**config.mk**
```make
export PLATFORM = sky130hd
export DESIGN_NAME = hcmm_decode
export DESIGN_NICKNAME = d
export VERILOG_FILES = /design/src/rtl/core/hcmm_pkg.sv /design/src/rtl/core/hcmm_decode.sv
export SDC_FILE = /design/constraint.sdc
export NUM_CORES = 1
export LEC_CHECK = 0
export ABC_AREA = 1
export BUFFER_PORTS_ARGS = -buffer_cell sky130_fd_sc_hd__buf_2
export CAP_MARGIN = 10
export CELL_PAD_IN_SITES_DETAIL_PLACEMENT = 1
export CELL_PAD_IN_SITES_GLOBAL_PLACEMENT = 1
export CORE_AREA = 2 2 39 41
export DETAILED_ROUTE_END_ITERATION = 6
export DIE_AREA = 0 0 41 43
export PLACE_DENSITY = 0.63
export REMOVE_ABC_BUFFERS = 1
export SLEW_MARGIN = 10
export SYNTH_ARGS = -nofsm -noshare
export SYNTH_HDL_FRONTEND = slang
export SYNTH_SLANG_ARGS = --single-unit
```
**constraint.sdc**
```tcl
create_clock -name vclk -period 0.8
set_clock_uncertainty 0.2 [all_clocks]
set_input_delay 0.12 -clock vclk [all_inputs]
set_output_delay 0.12 -clock vclk [all_outputs]
set_load 0.02 [all_outputs]
```
**src/rtl/core/hcmm_pkg.sv**
```systemverilog
// hcmm_pkg: shared types and constants for the handheld console memory map
// region, target and opcode codes, the memory request bundle, the i/o power-up table
// no dependencies
package hcmm_pkg;

   localparam int OFS_W         = 13;
   localparam int SPRITE_BYTES  = 160;
   localparam int IO_PAGE_BYTES = 256;
   localparam int OAM_AW        = 8;
   localparam int IO_AW         = 8;

   typedef logic [2:0] region_type;
   localparam region_type REG_ROM      = 3'd0;
   localparam region_type REG_VRAM     = 3'd1;
   localparam region_type REG_CRAM     = 3'd2;
   localparam region_type REG_WRAM     = 3'd3;
   localparam region_type REG_OAM      = 3'd4;
   localparam region_type REG_UNUSABLE = 3'd5;
   localparam region_type REG_IO       = 3'd6;

   typedef logic [2:0] target_type;
   localparam target_type TGT_INTERNAL = 3'd0;
   localparam target_type TGT_ROM      = 3'd1;
   localparam target_type TGT_CRAM     = 3'd2;
   localparam target_type TGT_JOYPAD   = 3'd3;
   localparam target_type TGT_GFX      = 3'd4;
   localparam target_type TGT_IGNORED  = 3'd5;

   typedef logic [1:0] opcode_type;
   localparam opcode_type OP_READ  = 2'd0;
   localparam opcode_type OP_WRITE = 2'd1;
   localparam opcode_type OP_IRQ   = 2'd2;

   localparam logic [15:0] ADDR_ROM_END      = 16'h7FFF;
   localparam logic [15:0] ADDR_VRAM_END     = 16'h9FFF;
   localparam logic [15:0] ADDR_CRAM_END     = 16'hBFFF;
   localparam logic [15:0] ADDR_WRAM_END     = 16'hDFFF;
   localparam logic [15:0] ADDR_ECHO_END     = 16'hFDFF;
   localparam logic [15:0] ADDR_OAM_END      = 16'hFE9F;
   localparam logic [15:0] ADDR_UNUSABLE_END = 16'hFEFF;
   localparam logic [15:0] ADDR_JOYPAD       = 16'hFF00;
   localparam logic [15:0] ADDR_DIV          = 16'hFF04;
   localparam logic [15:0] ADDR_STAT         = 16'hFF41;
   localparam logic [15:0] ADDR_LY           = 16'hFF44;
   localparam logic [15:0] ADDR_DMA          = 16'hFF46;
   localparam logic [15:0] ADDR_BGP          = 16'hFF47;
   localparam logic [15:0] ADDR_OBP1         = 16'hFF49;
   localparam logic [15:0] ADDR_BCPS         = 16'hFF68;
   localparam logic [15:0] ADDR_OCPD         = 16'hFF6B;
   localparam logic [7:0]  IO_IF_OFS         = 8'h0F;

   typedef struct packed {
      logic             rd;
      logic             wr;
      region_type       region;
      logic [OFS_W-1:0] offset;
      logic [7:0]       wdata;
   } mem_req_type;

   localparam logic [7:0] IO_POWER_UP [IO_PAGE_BYTES] = '{
      8'h0F,8'h00,8'h7C,8'hFF,8'h00,8'h00,8'h00,8'hF8,
      8'hFF,8'hFF,8'hFF,8'hFF,8'hFF,8'hFF,8'hFF,8'h01,
      8'h80,8'hBF,8'hF3,8'hFF,8'hBF,8'hFF,8'h3F,8'h00,
      8'hFF,8'hBF,8'h7F,8'hFF,8'h9F,8'hFF,8'hBF,8'hFF,
      8'hFF,8'h00,8'h00,8'hBF,8'h77,8'hF3,8'hF1,8'hFF,
      8'hFF,8'hFF,8'hFF,8'hFF,8'hFF,8'hFF,8'hFF,8'hFF,
      8'h00,8'hFF,8'h00,8'hFF,8'h00,8'hFF,8'h00,8'hFF,
      8'h00,8'hFF,8'h00,8'hFF,8'h00,8'hFF,8'h00,8'hFF,
      8'h91,8'h80,8'h00,8'h00,8'h00,8'h00,8'h00,8'hFC,
      8'h00,8'h00,8'h00,8'h00,8'hFF,8'h7E,8'hFF,8'hFE,
      8'hFF,8'hFF,8'hFF,8'hFF,8'hFF,8'hFF,8'h3E,8'hFF,
      8'hFF,8'hFF,8'hFF,8'hFF,8'hFF,8'hFF,8'hFF,8'hFF,
      8'hFF,8'hFF,8'hFF,8'hFF,8'hFF,8'hFF,8'hFF,8'hFF,
      8'hC0,8'hFF,8'hC1,8'h00,8'hFE,8'hFF,8'hFF,8'hFF,
      8'hF8,8'hFF,8'h00,8'h00,8'h00,8'h8F,8'h00,8'h00,
      8'hFF,8'hFF,8'hFF,8'hFF,8'hFF,8'hFF,8'hFF,8'hFF,
      8'hCE,8'hED,8'h66,8'h66,8'hCC,8'h0D,8'h00,8'h0B,
      8'h03,8'h73,8'h00,8'h83,8'h00,8'h0C,8'h00,8'h0D,
      8'h00,8'h08,8'h11,8'h1F,8'h88,8'h89,8'h00,8'h0E,
      8'hDC,8'hCC,8'h6E,8'hE6,8'hDD,8'hDD,8'hD9,8'h99,
      8'hBB,8'hBB,8'h67,8'h63,8'h6E,8'h0E,8'hEC,8'hCC,
      8'hDD,8'hDC,8'h99,8'h9F,8'hBB,8'hB9,8'h33,8'h3E,
      8'h45,8'hEC,8'h52,8'hFA,8'h08,8'hB7,8'h07,8'h5D,
      8'h01,8'hFD,8'hC0,8'hFF,8'h08,8'hFC,8'h00,8'hE5,
      8'h0B,8'hF8,8'hC2,8'hCE,8'hF4,8'hF9,8'h0F,8'h7F,
      8'h45,8'h6D,8'h3D,8'hFE,8'h46,8'h97,8'h33,8'h5E,
      8'h08,8'hEF,8'hF1,8'hFF,8'h86,8'h83,8'h24,8'h74,
      8'h12,8'hFC,8'h00,8'h9F,8'hB4,8'hB7,8'h06,8'hD5,
      8'hD0,8'h7A,8'h00,8'h9E,8'h04,8'h5F,8'h41,8'h2F,
      8'h1D,8'h77,8'h36,8'h75,8'h81,8'hAA,8'h70,8'h3A,
      8'h98,8'hD1,8'h71,8'h02,8'h4D,8'h01,8'hC1,8'hFF,
      8'h0D,8'h00,8'hD3,8'h05,8'hF9,8'h00,8'h0B,8'h00
   };

endpackage

```
**src/rtl/core/hcmm_decode.sv**
```systemverilog
// hcmm_decode: address region decoder shared by cpu accesses and dma source reads
// depends on hcmm_pkg
module hcmm_decode import hcmm_pkg::*; (
   input  logic [15:0] addr,
   output region_type  region
);

   always_comb begin
      if (addr <= ADDR_ROM_END) begin
         region = REG_ROM;
      end else if (addr <= ADDR_VRAM_END) begin
         region = REG_VRAM;
      end else if (addr <= ADDR_CRAM_END) begin
         region = REG_CRAM;
      end else if (addr <= ADDR_ECHO_END) begin
         // echo region folds onto work ram through the low 13 address bits
         region = REG_WRAM;
      end else if (addr <= ADDR_OAM_END) begin
         region = REG_OAM;
      end else if (addr <= ADDR_UNUSABLE_END) begin
         region = REG_UNUSABLE;
      end else begin
         region = REG_IO;
      end
   end

endmodule

```
==> impl_metrics.py <==
metrics = {
    "route": {
        "final_antenna_net_count": 0,
        "wl_per_cell_um": 7.58,
        "initialDrtViolationCount": 0,
        "drt-total-wl_um": 394,
        "route.detailed.vias_per_inst": 3.42,
        "post-route-drc-count": 0,
        "dr_total_vias": 178,
        "detail_route.first_pass.iterations": 1,
    },
    "sta": {
        "rsz0062_at_grt": "true",
        "totalNegativeSetupSlack_ns": -0.561,
        "fin_worst_hold_slack_ns": 0.360,
        "slew_headroom_pct": 88.1,
        "final.min_clock_period_ns": 0.998,
        "final-hold-violation-count": 0,
        "postLayoutSetupSlackWorst_ns": -0.198,
        "slew_violations": 0,
        "final_min_period_over_clock_period_pct": 125,
        "setup_viol_count_final": 3,
        "max_freq_mhz": 1000,
        "worst_pin_slew_ns": 0.177,
    },
    "layout": {
        "antenna_cells_inserted": 0,
        "design.seq.count": 0,
        "register_area_um2": 0,
        "design.final.nets": 54,
        "multiInputGateArea_um2": 154,
        "clock_buffer_count": 0,
        "nFillCells": 166,
        "design_area_um2": 357,
        "areaGrowthSynthToFinish_pct": 252,
        "drive_above_1_share_pct": 72.2,
    },
    "global_routing": {
        "antenna_found_initial": 0,
        "largest_net_degree_at_the_start_of_global_routing": 4,
        "global_route.overflow_total": 0,
        "grt_pass1_vias": 162,
        "global_route.usage.total_pct": 4.70,
        "grt_first_pass_wirelength_um": 627,
    },
    "placement": {
        "post-place-ws_ns": -0.291,
        "placedInstanceArea_um2": 191,
        "finalWeightedCongestion": 0.536,
        "portBuffers": 14,
        "dp.final_hpwl_um": 332,
    },
    "setup_path": {
        "setup.worst_path.end_class": "output port",
        "cp-start-kind": "input port",
        "critical_path.max_fanout": 3,
        "cp.arrival_ns": 0.68,
        "required_ns": 0.48,
        "critical_path_class": "in2out",
    },
    "hold_path": {
        "hold-path-endpoint": "region[0]",
        "hold_start": "addr[15]",
        "cells_on_worst_hold_path": 4,
        "min_path_type": "in2out",
    },
    "pwr": {
        "totalPowerFinal_uw": 167,
        "p_int_uw": 93.6,
        "total_net_switching_power_uw": 73.6,
        "power_leakage_nw": 0.159,
        "power.share.combinational_pct": 100.0,
        "clockPowerShare_pct": 0,
        "power.switching_fraction_pct": 44.0,
        "power-per-cell-area_nw_per_um2": 469,
        "peakVddDrop_mv": 0.0683,
        "sequential_fraction_of_design_power_pct": 0,
    },
    "floorplanning": {
        "core_um2": 1380,
        "floorplan.die.width_um": 41,
        "die_ar_um2": 1760,
        "ios": 19,
        "start_util_pct": 7.32,
        "row_count": 14,
        "die-height_um": 43,
    },
    "yosys": {
        "synth_warnings": 0,
        "synth-seq-area-share_pct": 0,
        "synth.distinct_cells": 10,
        "post_synth_inst_count": 22,
        "cell_area_synth_um2": 101,
        "synthesis.area_per_instance_um2": 4.61,
    },
    "clocking": {
        "cts_setup_buffers": 0,
        "hold_buffers": 0,
    },
    "run_status": {
        "status": "finished, violations left",
        "violations": "negative setup slack",
    },
    "run": {
        "max_cap_check_violation_count": 0,
    },
}
-- power by group through the flow --
| stage | Combinational (mW) | Sequential (mW) | Clock (mW) |
|---|---|---|---|
| CTS | 0.124 | 0 | 0 |
| global route | 0.180 | 0 | 0 |
| finish | 0.167 | 0 | 0 |
| global placement | 0.0788 | 0 | 0 |
| detailed placement | 0.0801 | 0 | 0 |
| floorplan | 0.0381 | 0 | 0 |
-- cell type report --
cell class         count  share of cell area [%]
inverters              5                    5.96
repair buffers        14                    45.3
well taps             16                    5.61
multi-input cells     17                    43.2
-- synthesized netlist by cell type --
library cell / number / area (um2)
sky130_fd_sc_hd__nand2_2: 1 / 6.26
sky130_fd_sc_hd__nor4_2: 1 / 12.5
sky130_fd_sc_hd__nor2_1: 3 / 11.3
sky130_fd_sc_hd__inv_1: 5 / 18.8
sky130_fd_sc_hd__nor3_1: 1 / 5.00
sky130_fd_sc_hd__nand2_1: 7 / 26.3
sky130_fd_sc_hd__nand3_1: 1 / 5.00
sky130_fd_sc_hd__nor2_2: 1 / 6.26
sky130_fd_sc_hd__o21ai_0: 1 / 5.00
sky130_fd_sc_hd__a21oi_1: 1 / 5.00
-- worst max-delay path, stage by stage --
cell	delay, ns
sky130_fd_sc_hd__buf_8	0.08
sky130_fd_sc_hd__nand2_4	0.05
sky130_fd_sc_hd__nor4_4	0.25
sky130_fd_sc_hd__buf_4	0.17
-- kinds of logic after synthesis --
logic type	after synthesis	share of synthesized area, %
compound gates	2	9.87
buf+inv	5	18.5
simple gates	15	71.6
-- stage by stage --
step / util (%) / cells
final: 25.8 / 52
after global routing: 25.8 / 52
after CTS: 19.7 / 52
after detailed placement: 13.8 / 52
after global placement: 13.8 / 52
after floorplan: - / 22
-- per-layer routing --
metal  GRT usage [%]  wire [um]
met5               0          0
met4               0          0
met2            10.0        235
met3               0         27
met1            4.75        131
-- placed cells by master (no fill, tap or decap), drive strengths merged --
cell type / n
nand3: 1
nand2: 8
o21ai: 1
nor3: 1
nor2: 4
buf: 14
inv: 5
a21oi: 1
nor4: 1
-- how the worst max path moves through the flow --
stage               slack (ns)         to     start
floorplan                -0.20  region[2]   addr[9]
global placement         -0.26  region[2]  addr[15]
detailed placement       -0.29  region[0]  addr[15]
CTS                      -0.22  region[0]  addr[10]
global route             -0.24  region[2]  addr[13]
finish                   -0.20  region[2]  addr[13]
-- repair_timing --
| action | 4_1_cts | 5_1_grt |
|---|---|---|
| pin swaps | 12 | 9 |
| setup endpoints to repair | 3 | 3 |
| gates resized for setup | 18 | 18 |
No activity file was read; power rests on OpenSTA's default activity.
