--- src/rtl/core/hcmm_pkg.sv ---
// hcmm_pkg: shared types and constants for the handheld console memory map
// region, target and opcode codes, the memory request bundle, the i/o power-up table
// no dependencies
package hcmm_pkg;

   localparam int OFS_W         = 13;
   localparam int SPRITE_BYTES  = 160;
   localparam int IO_PAGE_BYTES = 256;
   localparam int OAM_AW        = 8;
   localparam int IO_AW         = 8;

   typedef logic [2:0] region_type;
   localparam region_type REG_ROM      = 3'd0;
   localparam region_type REG_VRAM     = 3'd1;
   localparam region_type REG_CRAM     = 3'd2;
   localparam region_type REG_WRAM     = 3'd3;
   localparam region_type REG_OAM      = 3'd4;
   localparam region_type REG_UNUSABLE = 3'd5;
   localparam region_type REG_IO       = 3'd6;

   typedef logic [2:0] target_type;
   localparam target_type TGT_INTERNAL = 3'd0;
   localparam target_type TGT_ROM      = 3'd1;
   localparam target_type TGT_CRAM     = 3'd2;
   localparam target_type TGT_JOYPAD   = 3'd3;
   localparam target_type TGT_GFX      = 3'd4;
   localparam target_type TGT_IGNORED  = 3'd5;

   typedef logic [1:0] opcode_type;
   localparam opcode_type OP_READ  = 2'd0;
   localparam opcode_type OP_WRITE = 2'd1;
   localparam opcode_type OP_IRQ   = 2'd2;

   localparam logic [15:0] ADDR_ROM_END      = 16'h7FFF;
   localparam logic [15:0] ADDR_VRAM_END     = 16'h9FFF;
   localparam logic [15:0] ADDR_CRAM_END     = 16'hBFFF;
   localparam logic [15:0] ADDR_WRAM_END     = 16'hDFFF;
   localparam logic [15:0] ADDR_ECHO_END     = 16'hFDFF;
   localparam logic [15:0] ADDR_OAM_END      = 16'hFE9F;
   localparam logic [15:0] ADDR_UNUSABLE_END = 16'hFEFF;
   localparam logic [15:0] ADDR_JOYPAD       = 16'hFF00;
   localparam logic [15:0] ADDR_DIV          = 16'hFF04;
   localparam logic [15:0] ADDR_STAT         = 16'hFF41;
   localparam logic [15:0] ADDR_LY           = 16'hFF44;
   localparam logic [15:0] ADDR_DMA          = 16'hFF46;
   localparam logic [15:0] ADDR_BGP          = 16'hFF47;
   localparam logic [15:0] ADDR_OBP1         = 16'hFF49;
   localparam logic [15:0] ADDR_BCPS         = 16'hFF68;
   localparam logic [15:0] ADDR_OCPD         = 16'hFF6B;
   localparam logic [7:0]  IO_IF_OFS         = 8'h0F;

   typedef struct packed {
      logic             rd;
      logic             wr;
      region_type       region;
      logic [OFS_W-1:0] offset;
      logic [7:0]       wdata;
   } mem_req_type;

   localparam logic [7:0] IO_POWER_UP [IO_PAGE_BYTES] = '{
      8'h0F,8'h00,8'h7C,8'hFF,8'h00,8'h00,8'h00,8'hF8,
      8'hFF,8'hFF,8'hFF,8'hFF,8'hFF,8'hFF,8'hFF,8'h01,
      8'h80,8'hBF,8'hF3,8'hFF,8'hBF,8'hFF,8'h3F,8'h00,
      8'hFF,8'hBF,8'h7F,8'hFF,8'h9F,8'hFF,8'hBF,8'hFF,
      8'hFF,8'h00,8'h00,8'hBF,8'h77,8'hF3,8'hF1,8'hFF,
      8'hFF,8'hFF,8'hFF,8'hFF,8'hFF,8'hFF,8'hFF,8'hFF,
      8'h00,8'hFF,8'h00,8'hFF,8'h00,8'hFF,8'h00,8'hFF,
      8'h00,8'hFF,8'h00,8'hFF,8'h00,8'hFF,8'h00,8'hFF,
      8'h91,8'h80,8'h00,8'h00,8'h00,8'h00,8'h00,8'hFC,
      8'h00,8'h00,8'h00,8'h00,8'hFF,8'h7E,8'hFF,8'hFE,
      8'hFF,8'hFF,8'hFF,8'hFF,8'hFF,8'hFF,8'h3E,8'hFF,
      8'hFF,8'hFF,8'hFF,8'hFF,8'hFF,8'hFF,8'hFF,8'hFF,
      8'hFF,8'hFF,8'hFF,8'hFF,8'hFF,8'hFF,8'hFF,8'hFF,
      8'hC0,8'hFF,8'hC1,8'h00,8'hFE,8'hFF,8'hFF,8'hFF,
      8'hF8,8'hFF,8'h00,8'h00,8'h00,8'h8F,8'h00,8'h00,
      8'hFF,8'hFF,8'hFF,8'hFF,8'hFF,8'hFF,8'hFF,8'hFF,
      8'hCE,8'hED,8'h66,8'h66,8'hCC,8'h0D,8'h00,8'h0B,
      8'h03,8'h73,8'h00,8'h83,8'h00,8'h0C,8'h00,8'h0D,
      8'h00,8'h08,8'h11,8'h1F,8'h88,8'h89,8'h00,8'h0E,
      8'hDC,8'hCC,8'h6E,8'hE6,8'hDD,8'hDD,8'hD9,8'h99,
      8'hBB,8'hBB,8'h67,8'h63,8'h6E,8'h0E,8'hEC,8'hCC,
      8'hDD,8'hDC,8'h99,8'h9F,8'hBB,8'hB9,8'h33,8'h3E,
      8'h45,8'hEC,8'h52,8'hFA,8'h08,8'hB7,8'h07,8'h5D,
      8'h01,8'hFD,8'hC0,8'hFF,8'h08,8'hFC,8'h00,8'hE5,
      8'h0B,8'hF8,8'hC2,8'hCE,8'hF4,8'hF9,8'h0F,8'h7F,
      8'h45,8'h6D,8'h3D,8'hFE,8'h46,8'h97,8'h33,8'h5E,
      8'h08,8'hEF,8'hF1,8'hFF,8'h86,8'h83,8'h24,8'h74,
      8'h12,8'hFC,8'h00,8'h9F,8'hB4,8'hB7,8'h06,8'hD5,
      8'hD0,8'h7A,8'h00,8'h9E,8'h04,8'h5F,8'h41,8'h2F,
      8'h1D,8'h77,8'h36,8'h75,8'h81,8'hAA,8'h70,8'h3A,
      8'h98,8'hD1,8'h71,8'h02,8'h4D,8'h01,8'hC1,8'hFF,
      8'h0D,8'h00,8'hD3,8'h05,8'hF9,8'h00,8'h0B,8'h00
   };

endpackage

--- src/rtl/core/hcmm_seq.sv ---
// hcmm_seq: sequencer that runs one item through the decoder and the stores
// handles forwarding, read-modify-write for interrupt requests and the sprite dma loop
// depends on hcmm_pkg
module hcmm_seq import hcmm_pkg::*; (
   input  logic              clock,
   input  logic              reset,
   input  logic              start,
   output logic              busy,
   input  logic [1:0]        req_opcode,
   input  logic [15:0]       req_bus_address,
   input  logic [7:0]        req_write_data,
   output logic [15:0]       dec_addr,
   input  region_type        region,
   output mem_req_type       mem_req,
   input  logic [7:0]        rdata,
   input  logic              clearing,
   output logic              rsp_strobe,
   output logic [7:0]        rsp_read_data,
   output logic [2:0]        rsp_target,
   output logic [15:0]       rsp_forward_address,
   output logic [7:0]        rsp_forward_data,
   output logic              rsp_dma_skipped
);

   localparam logic [2:0] S_IDLE   = 3'd0;
   localparam logic [2:0] S_EXEC   = 3'd1;
   localparam logic [2:0] S_WAIT   = 3'd2;
   localparam logic [2:0] S_IRQ    = 3'd3;
   localparam logic [2:0] S_DMA_RD = 3'd4;
   localparam logic [2:0] S_DMA_WR = 3'd5;
   localparam logic [2:0] S_RESP   = 3'd6;

   logic [2:0]        state_ff, state_in;
   opcode_type        op_ff, op_in;
   logic [15:0]       addr_ff, addr_in;
   logic [7:0]        wdata_ff, wdata_in;
   logic [OAM_AW-1:0] cnt_ff, cnt_in;
   logic [7:0]        rd_ff, rd_in;
   target_type        tgt_ff, tgt_in;
   logic [15:0]       fa_ff, fa_in;
   logic [7:0]        fd_ff, fd_in;
   logic              skip_ff, skip_in;

   logic accept;
   logic is_gfx;
   logic cart_page;

   assign accept    = start && !busy;
   assign busy      = (state_ff != S_IDLE) || clearing;
   assign dec_addr  = (state_ff == S_DMA_RD) ? {wdata_ff, cnt_ff} : addr_ff;
   assign is_gfx    = (addr_ff == ADDR_STAT)
                   || (addr_ff >= ADDR_BGP && addr_ff <= ADDR_OBP1)
                   || (addr_ff >= ADDR_BCPS && addr_ff <= ADDR_OCPD);
   // source pages in cartridge rom or cartridge ram
   assign cart_page = !wdata_ff[7] || (wdata_ff[7:5] == 3'b101);

   always_comb begin
      state_in = state_ff;
      op_in    = op_ff;
      addr_in  = addr_ff;
      wdata_in = wdata_ff;
      cnt_in   = cnt_ff;
      rd_in    = rd_ff;
      tgt_in   = tgt_ff;
      fa_in    = fa_ff;
      fd_in    = fd_ff;
      skip_in  = skip_ff;
      mem_req  = '0;
      mem_req.region = region;
      mem_req.offset = dec_addr[OFS_W-1:0];

      unique case (state_ff)
         S_IDLE: begin
            if (accept) begin
               op_in    = req_opcode;
               addr_in  = req_bus_address;
               wdata_in = req_write_data;
               rd_in    = 8'h00;
               tgt_in   = TGT_INTERNAL;
               fa_in    = 16'h0000;
               fd_in    = 8'h00;
               skip_in  = 1'b0;
               state_in = S_EXEC;
            end
         end
         S_EXEC: begin
            state_in = S_RESP;
            case (op_ff)
               OP_READ: begin
                  case (region)
                     REG_ROM: begin
                        tgt_in = TGT_ROM;
                        fa_in  = addr_ff;
                     end
                     REG_CRAM: begin
                        tgt_in = TGT_CRAM;
                        fa_in  = addr_ff;
                     end
                     REG_UNUSABLE: tgt_in = TGT_IGNORED;
                     default: begin
                        mem_req.rd = 1'b1;
                        state_in   = S_WAIT;
                     end
                  endcase
               end
               OP_WRITE: begin
                  mem_req.wdata = wdata_ff;
                  case (region)
                     REG_ROM: begin
                        tgt_in = TGT_ROM;
                        fa_in  = addr_ff;
                        fd_in  = wdata_ff;
                     end
                     REG_CRAM: begin
                        tgt_in = TGT_CRAM;
                        fa_in  = addr_ff;
                        fd_in  = wdata_ff;
                     end
                     REG_UNUSABLE: tgt_in = TGT_IGNORED;
                     REG_IO: begin
                        if (addr_ff == ADDR_JOYPAD) begin
                           tgt_in = TGT_JOYPAD;
                           fa_in  = addr_ff;
                           fd_in  = wdata_ff;
                        end else if (is_gfx) begin
                           tgt_in = TGT_GFX;
                           fa_in  = addr_ff;
                           fd_in  = wdata_ff;
                        end else if (addr_ff == ADDR_DIV || addr_ff == ADDR_LY) begin
                           mem_req.wr    = 1'b1;
                           mem_req.wdata = 8'h00;
                        end else if (addr_ff == ADDR_DMA) begin
                           if (cart_page) begin
                              skip_in = 1'b1;
                           end else begin
                              cnt_in   = '0;
                              state_in = S_DMA_RD;
                           end
                        end else begin
                           mem_req.wr = 1'b1;
                        end
                     end
                     default: mem_req.wr = 1'b1;
                  endcase
               end
               OP_IRQ: begin
                  mem_req.rd     = 1'b1;
                  mem_req.region = REG_IO;
                  mem_req.offset = OFS_W'(IO_IF_OFS);
                  state_in       = S_IRQ;
               end
               default: tgt_in = TGT_IGNORED;
            endcase
         end
         S_WAIT: begin
            rd_in    = rdata;
            state_in = S_RESP;
         end
         S_IRQ: begin
            mem_req.wr     = 1'b1;
            mem_req.region = REG_IO;
            mem_req.offset = OFS_W'(IO_IF_OFS);
            mem_req.wdata  = rdata | wdata_ff;
            state_in       = S_RESP;
         end
         S_DMA_RD: begin
            mem_req.rd = 1'b1;
            state_in   = S_DMA_WR;
         end
         S_DMA_WR: begin
            mem_req.wr     = 1'b1;
            mem_req.region = REG_OAM;
            mem_req.offset = OFS_W'(cnt_ff);
            mem_req.wdata  = rdata;
            if (cnt_ff == OAM_AW'(SPRITE_BYTES - 1)) begin
               state_in = S_RESP;
            end else begin
               cnt_in   = cnt_ff + 1'b1;
               state_in = S_DMA_RD;
            end
         end
         S_RESP: state_in = S_IDLE;
         default: state_in = S_IDLE;
      endcase
   end

   always_ff @(posedge clock) begin
      if (reset) begin
         state_ff <= S_IDLE;
      end else begin
         state_ff <= state_in;
      end
   end

   always_ff @(posedge clock) begin
      op_ff    <= op_in;
      addr_ff  <= addr_in;
      wdata_ff <= wdata_in;
      cnt_ff   <= cnt_in;
      rd_ff    <= rd_in;
      tgt_ff   <= tgt_in;
      fa_ff    <= fa_in;
      fd_ff    <= fd_in;
      skip_ff  <= skip_in;
   end

   assign rsp_strobe          = (state_ff == S_RESP);
   assign rsp_read_data       = rd_ff;
   assign rsp_target          = tgt_ff;
   assign rsp_forward_address = fa_ff;
   assign rsp_forward_data    = fd_ff;
   assign rsp_dma_skipped     = skip_ff;

endmodule
--- config.mk ---
export PLATFORM = sky130hd
export DESIGN_NAME = hcmm_seq
export DESIGN_NICKNAME = d
export VERILOG_FILES = /design/src/rtl/core/hcmm_pkg.sv /design/src/rtl/core/hcmm_seq.sv
export SDC_FILE = /design/constraint.sdc
export NUM_CORES = 1
export LEC_CHECK = 0
export BUFFER_PORTS_ARGS = -buffer_cell sky130_fd_sc_hd__buf_2
export CAP_MARGIN = 20
export CORE_UTILIZATION = 45
export CTS_BUF_LIST = sky130_fd_sc_hd__clkbuf_4
export CTS_CLUSTER_DIAMETER = 30
export DETAILED_ROUTE_END_ITERATION = 10
export PLACE_DENSITY_LB_ADDON = 0.12
export SYNTH_ARGS = -nofsm -noshare
export SYNTH_HDL_FRONTEND = slang
export SYNTH_SLANG_ARGS = --single-unit
--- constraint.sdc ---
create_clock -name clock -period 9.3 [get_ports clock]
set_clock_uncertainty 0.15 [all_clocks]
set_input_delay 2.325 -clock clock [delete_from_list [all_inputs] [get_ports clock]]
set_output_delay 2.325 -clock clock [all_outputs]
set_load 0.1 [all_outputs]
==> impl_metrics.yaml <==
status:
  status: "completed"
sta:
  period_share_pct: 68.1
  rsz0062_at_grt: "no"
  hold_viol: 0
  period_needed_ns: 6.34
  tns_ns: 0
  worst_pin_slew_ns: 0.891
  setup_viol: 0
  worst_slew_margin_rel_pct: 40.3
  drv_slew: 0
  fmax_mhz: 158
worst_setup_path:
  arrival_ns: 3.86
  critPathCaptureType: "output pin"
  crit_family: "buffers and inverters"
  crit_top_cell: "buf_2"
  cp_max_fo: 8
  crit_chain: "buf_2, and3b_1, o21ai_0, a21oi_1, o41ai_1, buf_2"
  crit_slowest_cell: "buf_2"
  crit_type: "in -> out"
  crit_required_ns: 6.83
  critPathLaunchType: "input port"
  crit_buf_inv: 2
  crit_path_max_incr_delay_ns: 0.51
routing:
  drt-total-wl_um: 9500
  drc: 0
  postRouteAntennaNets: 0
  vias: 2940
  first_pass_iters: 4
  routedWlPerCell_um: 17.5
  drt_first_iter_violations: 97
  avgViaCountPerCell: 5.40
floorplanning:
  io_pins: 121
  die_y_um: 93.0
  num_rows: 32
  die_area_mm2: 0.00866
  initial_core_util_pct: 47.3
  core_area_mm2: 0.00789
  fp.dieW_um: 93.0
clock_network:
  htreeDepth: 3
  numClockSinks: 73
  clock_latency_ns: 0.42
  cts_root_buf: "clkbuf_4"
  cts_resized: 0
  cts_made_buffers: 9
  cts_setup_buffers: 0
  clk_pin_slew_ns: 0.11
  hold_buffers: 0
  clockBufferDepth: 2
  cts_tree: "yes"
logic_synthesis:
  ys_top_cells_by_area: "edfxtp_1 56%, and2_1 5.5%, mux2_2 3.9%"
  synth_edf_count: 70
  synth_top_area_share_pct: 56.4
  ys_seq_area_share_pct: 58.0
  synth_warnings: 0
  syn_area_per_cell_um2: 11.7
  synthDistinctLibCells: 59
  yosysTopAreaCell: "edfxtp_1"
  async_flop_share_pct: 0
  synth_ff_type: "edfxtp_1"
  synth.cell_area_mm2: 0.00373
  synth_seq_cells: 73
  synth.net_count: 360
  synthesis.instances: 318
global_route:
  antenna_found_initial: 0
  gr-total-overflow: 0
  track_usage_pct: 22.4
  grt_first_pass_wirelength_um: 14300
  grt_max_degree: 35
  grt_pass1_vias: 2764
final_layout:
  final_cell_mix: "120 x buf_2, 70 x edfxtp_1, 35 x nand2_1, 33 x and2_1, 25 x o21ai_0"
  nets: 479
  diodes: 0
  syn2layout_area_growth_pct: 21.6
  final_common_cell: "buf_2"
  drive_gt1_share_pct: 37.3
placement:
  place_congestion: 0.906
  hpwl_um: 6950
  portBuffers: 120
job:
  max-cap-violations: 0
min_path:
  hp-class: "reg -> reg"
## path summary, 6_finish.rpt
| path | cells past startpoint | slack [ns] | from | to |
|---|---|---|---|---|
| worst max-delay path | 6 | 2.96 | region[2] | mem_req[24] |
| worst min-delay path | 1 | 0.46 | addr_ff[8] | rsp_forward_address[8] |
| worst max register to register | 5 | 6.17 | state_ff[0] | rsp_forward_data[0] |
| worst min register to register | 1 | 0.46 | addr_ff[8] | rsp_forward_address[8] |
## worst register-to-register path, delay by kind of cell, from the launching register on
kind	cells	cell delay [ns]
AOI/OAI and AO/OA	2	0.76
buffers and inverters	1	0.31
DFF	1	0.80
and+or+nand+nor	2	0.74
## registers in the layout (all words and copies together) (netlist names)
signal,flops
rsp_target,3
op_ff,2
rsp_forward_data,8
rsp_dma_skipped,1
state_ff,3
rsp_read_data,8
rsp_forward_address,16
wdata_ff,8
addr_ff,16
cnt_ff,8
## cell usage after synthesis, drive strengths merged (2+ instances only)
cell and number:
a211oi 2, a21boi 4, a21oi 9, a22o 7, a31oi 4, and2 35
and3 5, and3b 2, buf 11, clkbuf 3, dfxtp 3, edfxtp 70
inv 8, mux2 16, mux2i 2, nand2 35, nand2b 4, nand3 5
nand4b 2, nor2 21, nor2b 9, nor3 4, nor3b 2, nor4 2
nor4bb 2, o21ai 26, xnor2 3, xor2 3
## area by class of cell
type	instances	area (um^2)
clock buffers	11	82.6
clock inverters	5	47.5
fillers	704	3350
inverters	9	35.0
multi-input cells	222	1470
flip-flops and latches	73	2160
well taps	102	128
repair buffers	122	616
## per-layer routing
layer / part of all wire (%) / track usage [%] / up-vias / wire length [um]
met5: 0 / 0 / - / 0
met4: 1.5 / 9.62 / 0 / 143
met3: 6.4 / 4.23 / 11 / 610
met2: 50 / 36.8 / 109 / 4710
met1: 42 / 29.0 / 1423 / 4040
li1: - / - / 1397 / -
## metrics by stage
| stage | setup WS [ns] | cells | hold slack (ns) | utilization, % | area [um^2] |
|---|---|---|---|---|---|
| 2_1_floorplan | 0.877 | 318 | 0.381 | - | 3730 |
| 5_1_grt | 2.95 | 544 | 0.475 | 57.5 | 4540 |
| 3_5_place_dp | 3.03 | 528 | 0.436 | 55.9 | 4410 |
| 3_3_place_gp | 3.06 | 528 | 0.428 | 55.9 | 4410 |
| 4_1_cts | 3.01 | 544 | 0.463 | 57.5 | 4540 |
| 6_report | 2.96 | 544 | 0.460 | 57.5 | 4540 |
## cell families (layout without fill, tap and decap cells)
family                     count (synthesis)  after routing  synth area share [%]
buffers and inverters                     23            147                  2.88
adders and majority gates                  1              1                 0.335
DFF                                       73             73                  58.0
muxes                                     18             18                  5.37
and+or+nand+nor                          135            135                  21.0
AOI/OAI and AO/OA                         62             62                  11.1
xor gates and xnor gates                   6              6                  1.41
Power is left out: the tool's default activity adds up to more than one toggle a clock period on the data nets, which glitch-free logic cannot reach.
